[config.mk]
export PLATFORM = sky130hd
export DESIGN_NAME = wrs_ctrl
export DESIGN_NICKNAME = d
export VERILOG_FILES = /design/src/wrs_pkg.sv /design/src/wrs_ctrl.sv
export SDC_FILE = /design/constraint.sdc
export NUM_CORES = 1
export LEC_CHECK = 0
export ABC_AREA = 1
export BUFFER_PORTS_ARGS = -buffer_cell sky130_fd_sc_hd__buf_4
export CAP_MARGIN = 20
export CORE_MARGIN = 2
export CORE_UTILIZATION = 58
export CTS_CLUSTER_SIZE = 12
export DETAILED_ROUTE_END_ITERATION = 10
export PLACE_DENSITY = 0.8
export SLEW_MARGIN = 20
export SYNTH_ARGS = -nofsm -noshare
export SYNTH_HDL_FRONTEND = slang
export SYNTH_SLANG_ARGS = --single-unit
[constraint.sdc]
create_clock -name clk_i -period 2.73 [get_ports clk_i]
set_input_delay 0.273 -clock clk_i [delete_from_list [all_inputs] [get_ports clk_i]]
set_output_delay 0.273 -clock clk_i [all_outputs]
set_load 0.02 [all_outputs]
[src/wrs_pkg.sv]
// Shared types and constants of the water ripple simulation core.
package wrs_pkg;

  localparam int unsigned ADDR_W   = 16;
  localparam int unsigned DATA_W   = 32;
  localparam int unsigned CELLS    = 65536;
  localparam int unsigned DIM_W    = 9;
  localparam int unsigned MAX_COLS = 256;
  localparam int unsigned MAX_ROWS = 256;
  localparam int unsigned MIN_DIM  = 5;
  localparam int unsigned TAP_W    = 4;

  // Configuration register indexes
  localparam logic REG_COLS = 1'b0;
  localparam logic REG_ROWS = 1'b1;

  typedef enum logic [1:0] {
    K_CLEAR = 2'd0,
    K_DROP  = 2'd1,
    K_ADV   = 2'd2,
    K_READ  = 2'd3
  } kind_e;

  // Address pattern of a tap sequence
  typedef enum logic [1:0] {
    M_READ = 2'd0,
    M_WAVE = 2'd1,
    M_LP   = 2'd2,
    M_DROP = 2'd3
  } mode_e;

  typedef struct packed {
    logic  load;
    logic  wipe;
    logic  wipe_scr;
    logic  drop_wr;
    logic  tap_issue;
    logic  cell_init;
    logic  cell_next;
    logic  calc1;
    logic  calc2;
    logic  wr_cell;
    logic  swap;
    logic  lp;
    mode_e mode;
  } cmd_t;

  typedef struct packed {
    logic bad;
    logic sweep_last;
    logic tap_last;
    logic cell_last;
  } sts_t;

endpackage

[src/wrs_ctrl.sv]
// Command sequencer of the ripple core: one-hot state machine.
module wrs_ctrl (
  input  logic          clk_i,
  input  logic          rst_ni,
  input  logic          start_i,
  input  logic [1:0]    kind_i,
  input  wrs_pkg::sts_t sts_i,
  output wrs_pkg::cmd_t cmd_o,
  output logic          busy_o,
  output logic          done_o
);
  import wrs_pkg::*;

  typedef enum logic [12:0] {
    S_INIT  = 13'b0000000000001,
    S_IDLE  = 13'b0000000000010,
    S_DISP  = 13'b0000000000100,
    S_CLR   = 13'b0000000001000,
    S_DROP  = 13'b0000000010000,
    S_RTAP  = 13'b0000000100000,
    S_RWAIT = 13'b0000001000000,
    S_ATAP  = 13'b0000010000000,
    S_AWAIT = 13'b0000100000000,
    S_CALC1 = 13'b0001000000000,
    S_CALC2 = 13'b0010000000000,
    S_AWR   = 13'b0100000000000,
    S_DONE  = 13'b1000000000000
  } state_e;

  state_e state_q, state_d;
  kind_e  kind_q, kind_d;
  logic   lp_q, lp_d;
  logic   pass_q, pass_d;

  always_ff @(posedge clk_i or negedge rst_ni) begin
    if (!rst_ni) begin
      state_q <= S_INIT;
      kind_q  <= K_CLEAR;
      lp_q    <= 1'b0;
      pass_q  <= 1'b0;
    end else begin
      state_q <= state_d;
      kind_q  <= kind_d;
      lp_q    <= lp_d;
      pass_q  <= pass_d;
    end
  end

  // Next state and datapath commands
  always_comb begin
    state_d = state_q;
    kind_d  = kind_q;
    lp_d    = lp_q;
    pass_d  = pass_q;
    cmd_o   = '0;
    cmd_o.lp   = lp_q;
    cmd_o.mode = lp_q ? M_LP : M_WAVE;
    unique case (state_q)
      S_INIT: begin
        cmd_o.wipe     = 1'b1;
        cmd_o.wipe_scr = 1'b1;
        if (sts_i.sweep_last) state_d = S_IDLE;
      end
      S_IDLE: begin
        if (start_i) begin
          cmd_o.load = 1'b1;
          kind_d     = kind_e'(kind_i);
          state_d    = S_DISP;
        end
      end
      S_DISP: begin
        unique case (kind_q)
          K_CLEAR: state_d = S_CLR;
          K_DROP:  state_d = sts_i.bad ? S_DONE : S_DROP;
          K_ADV: begin
            cmd_o.cell_init = 1'b1;
            lp_d            = 1'b0;
            pass_d          = 1'b0;
            state_d         = S_ATAP;
          end
          K_READ:  state_d = sts_i.bad ? S_DONE : S_RTAP;
          default: state_d = S_DONE;
        endcase
      end
      S_CLR: begin
        cmd_o.wipe = 1'b1;
        if (sts_i.sweep_last) state_d = S_DONE;
      end
      S_DROP: begin
        cmd_o.mode    = M_DROP;
        cmd_o.drop_wr = 1'b1;
        if (sts_i.tap_last) state_d = S_DONE;
      end
      S_RTAP: begin
        cmd_o.mode      = M_READ;
        cmd_o.tap_issue = 1'b1;
        if (sts_i.tap_last) state_d = S_RWAIT;
      end
      S_RWAIT: state_d = S_DONE;
      S_ATAP: begin
        cmd_o.tap_issue = 1'b1;
        if (sts_i.tap_last) state_d = S_AWAIT;
      end
      S_AWAIT: state_d = S_CALC1;
      S_CALC1: begin
        cmd_o.calc1 = 1'b1;
        state_d     = S_CALC2;
      end
      S_CALC2: begin
        cmd_o.calc2 = 1'b1;
        state_d     = S_AWR;
      end
      S_AWR: begin
        cmd_o.wr_cell = 1'b1;
        state_d       = S_ATAP;
        if (!sts_i.cell_last) begin
          cmd_o.cell_next = 1'b1;
        end else if (!lp_q) begin
          // wave step done, low pass over the scratch grid next
          cmd_o.cell_init = 1'b1;
          lp_d            = 1'b1;
        end else begin
          cmd_o.swap = 1'b1;
          if (!pass_q) begin
            cmd_o.cell_init = 1'b1;
            lp_d            = 1'b0;
            pass_d          = 1'b1;
          end else begin
            state_d = S_DONE;
          end
        end
      end
      S_DONE:  state_d = S_IDLE;
      default: state_d = S_IDLE;
    endcase
  end

  assign busy_o = (state_q != S_IDLE);
  assign done_o = (state_q == S_DONE);

endmodule

==> metrics.txt <==
status=completed; pin count of the biggest net entering global routing=18; most frequent cells in the layout=nand2_1 (38), inv_1 (33), nor2_1 (25); Psw=~0.5 mW; Iteration-0 DRC Markers=19; global route total overflow=0; post-CTS setup repair buffer count=0; CTS max path bufs=2; Tot Pwr=1.05 mW; starting density of the core=0.620; Slew Viols, Final=0; fin crit share=0.764; clock share of power=0.128; most common cell after layout, fill and taps aside=nand2_1; Layout Skew=between 0.002 and 0.0025 ns; GP Congestion=0.935; Max Cap Viol=0; DRT Pass-1 Iters=4; vias=1138; cell area power density=just over 700 nW/µm²; CTS buffer count=3; Sw Share=0.477; fin crit period=between 2 and 2.5 ns; die span in y=about 50 µm; RSZ-0062 raised after global routing=no; maximum vdd ir drop=between 0.5 and 0.6 mV; routed wire length per instance=roughly 11 µm; Combinational Power Share=0.547; fraction of layout cells with a size suffix above 1=0.303; Worst Hold Class=primary input to flop; nets@finish=between 200 and 250; biggest cell delay along the critical path=0.42 ns; Routed Antenna Nets=0; vias per inst=around 5; Post-DP Area=about 1400 µm²; Routed WL=approximately 2500 µm; worst slew pin tran=around 0.34 ns; clock root buffer=clkbuf_4; cell count after synthesis=roughly 180; crit path max-delay cell type=dfrtp_1; clock sink count=17; final core utilization=0.733; Seq pwr share=0.325; # H-tree levels=1; Area contributors post-synth=dfrtp_1 (33%), nand2_1 (12%), inv_1 (10%); Worst-Skew Late Latency=between 0.2 and 0.3 ns; Ys Warns=0; worst-path fanout max=12; post-route cell area=between 1000 and 1500 µm²; syn_nets=184; core box area=~2000 µm²; Post-route DRC=0; crit path kind=flop to output port; flops & latches, synth=17; Critical Path Sink Type=output port; worst rel slew slack=0.773; Worst setup SP type=flop; Seq/Total Area, Yosys=0.347; CTS tree=built; critical path's most frequent cell=nor2_2; library cells used by synthesis=27; Leakage=roughly 0.9 nW; DP Wirelength=slightly above 2000 µm; Area Overhead vs Synth=18.2%; Setup-failing EPs final=0; mapped cell area=between 1000 and 1500 µm²; setup TNS=0 ns; Overall Global Routing Usage=0.229; ant diodes=0; port buffer count=24; # placed instances=between 200 and 250; Synth area leader=dfrtp_1; share of the synthesized area in the top cell type=0.326; initial antenna violation count=0; final hold vios=0; first-pass GRT wire length=about 4400 µm; Crit path required time=between 2 and 2.5 ns; clock-pin slew of the registers on the worst-case setup and hold paths=roughly 0.1 ns; internal power=0.551 mW; num rows=16; Worst Path Arrival=between 1.5 and 2 ns; vias in the first global route=approximately 1100; IO Count=25; Non-Filler Instances=about 230; CP cell instances=nor2_2 -> nand2_2 -> nor2_4 -> nand3_4 -> nor2_2 -> inv_1 -> nand2_1 -> buf_4; Die ar.=about 2500 µm²; die width=~50 µm; f_max=between 400 and 500 MHz; Avg Inst Size Synth=around 7.0 µm²
cells by family after synthesis:
family / Yosys count / share of synthesized area
AO/OA/AOI/OAI: 15 / 0.0784
flip-flops: 17 / 0.347
buffers and inverters: 40 / 0.138
AND/OR/NAND/NOR: 103 / 0.436
cells in the mapped netlist:
library cell and count:
a21oi_1 1, buf_4 2, buf_6 1, dfrtp_1 16, dfstp_2 1, inv_1 33
inv_2 2, inv_4 2, nand2_1 38, nand2_2 5, nand2_4 3, nand3_1 12
nand3_2 4, nand3_4 1, nand4_1 1, nor2_1 25, nor2_2 9, nor2_4 2
nor2_8 1, nor3_1 1, nor4_1 1, o21ai_0 5, o21ai_1 3, o21ai_2 3
o21bai_1 1, o21bai_2 1, o22ai_1 1
layout make-up:
| type | count | area, µm² |
|---|---|---|
| multi-input combinational | 118 | 632 |
| fill | 155 | 529 |
| sequential | 17 | 427 |
| timing repair buffer | 25 | 190 |
| inverter | 37 | 144 |
| tap | 27 | 33.8 |
| clock buffer | 4 | 26.3 |
per-stage QoR:
stage / hold slack, ns / setup WS (ns)
floorplan: -0.0226 / 1.04
global placement: 0.147 / 1.03
detailed placement: 0.151 / 0.974
CTS: 0.179 / 0.642
global route: 0.194 / 0.520
finish: 0.182 / 0.645
path summary, 6_finish.rpt:
kind / from / to / slack [ns] / cells after the start
setup / recovery: state_q[11] / cmd_o[8] / 0.65 / 8
hold / removal: kind_i[0] / kind_q[0] / 0.18 / 3
setup reg to reg: state_q[11] / state_q[7] / 1.11 / 9
hold reg to reg: state_q[5] / state_q[5] / 0.54 / 2
max in group asynchronous: rst_ni / state_q[0] / 2.07 / 2
min in group asynchronous: rst_ni / pass_q / 0.41 / 2
routing by layer:
metal	GRT usage	up-vias	part of all wire
li1	-	588	-
met1	0.286	513	0.44
met2	0.401	37	0.51
met3	0.0394	0	0.055
met4	0.0602	0	0
met5	0	-	0
power groups by stage:
stage               clock network [mW]  registers (mW)  logic, mW
floorplan                            0           0.338      0.449
finish                           0.135           0.342      0.576
detailed placement                   0           0.346      0.576
CTS                              0.140           0.341      0.578
global placement                     0           0.343      0.563
global route                     0.149           0.348      0.643
critical path: cells and delay by family (launching register included):
kind | cells | cell delay, ns
buffers and inverters | 2 | 0.22
AND/OR/NAND/NOR | 6 | 0.90
flip-flops | 1 | 0.42
timing repair:
item,4_1_cts,5_1_grt
hold endpoints to repair,16,0
gates resized for setup,0,0
hold buffers,1,0
flip-flops by register name, summed over array words and instances (netlist names):
signal   flops
kind_q       2
lp_q         1
pass_q       1
state_q     13
(Power assumes the default switching activity.)
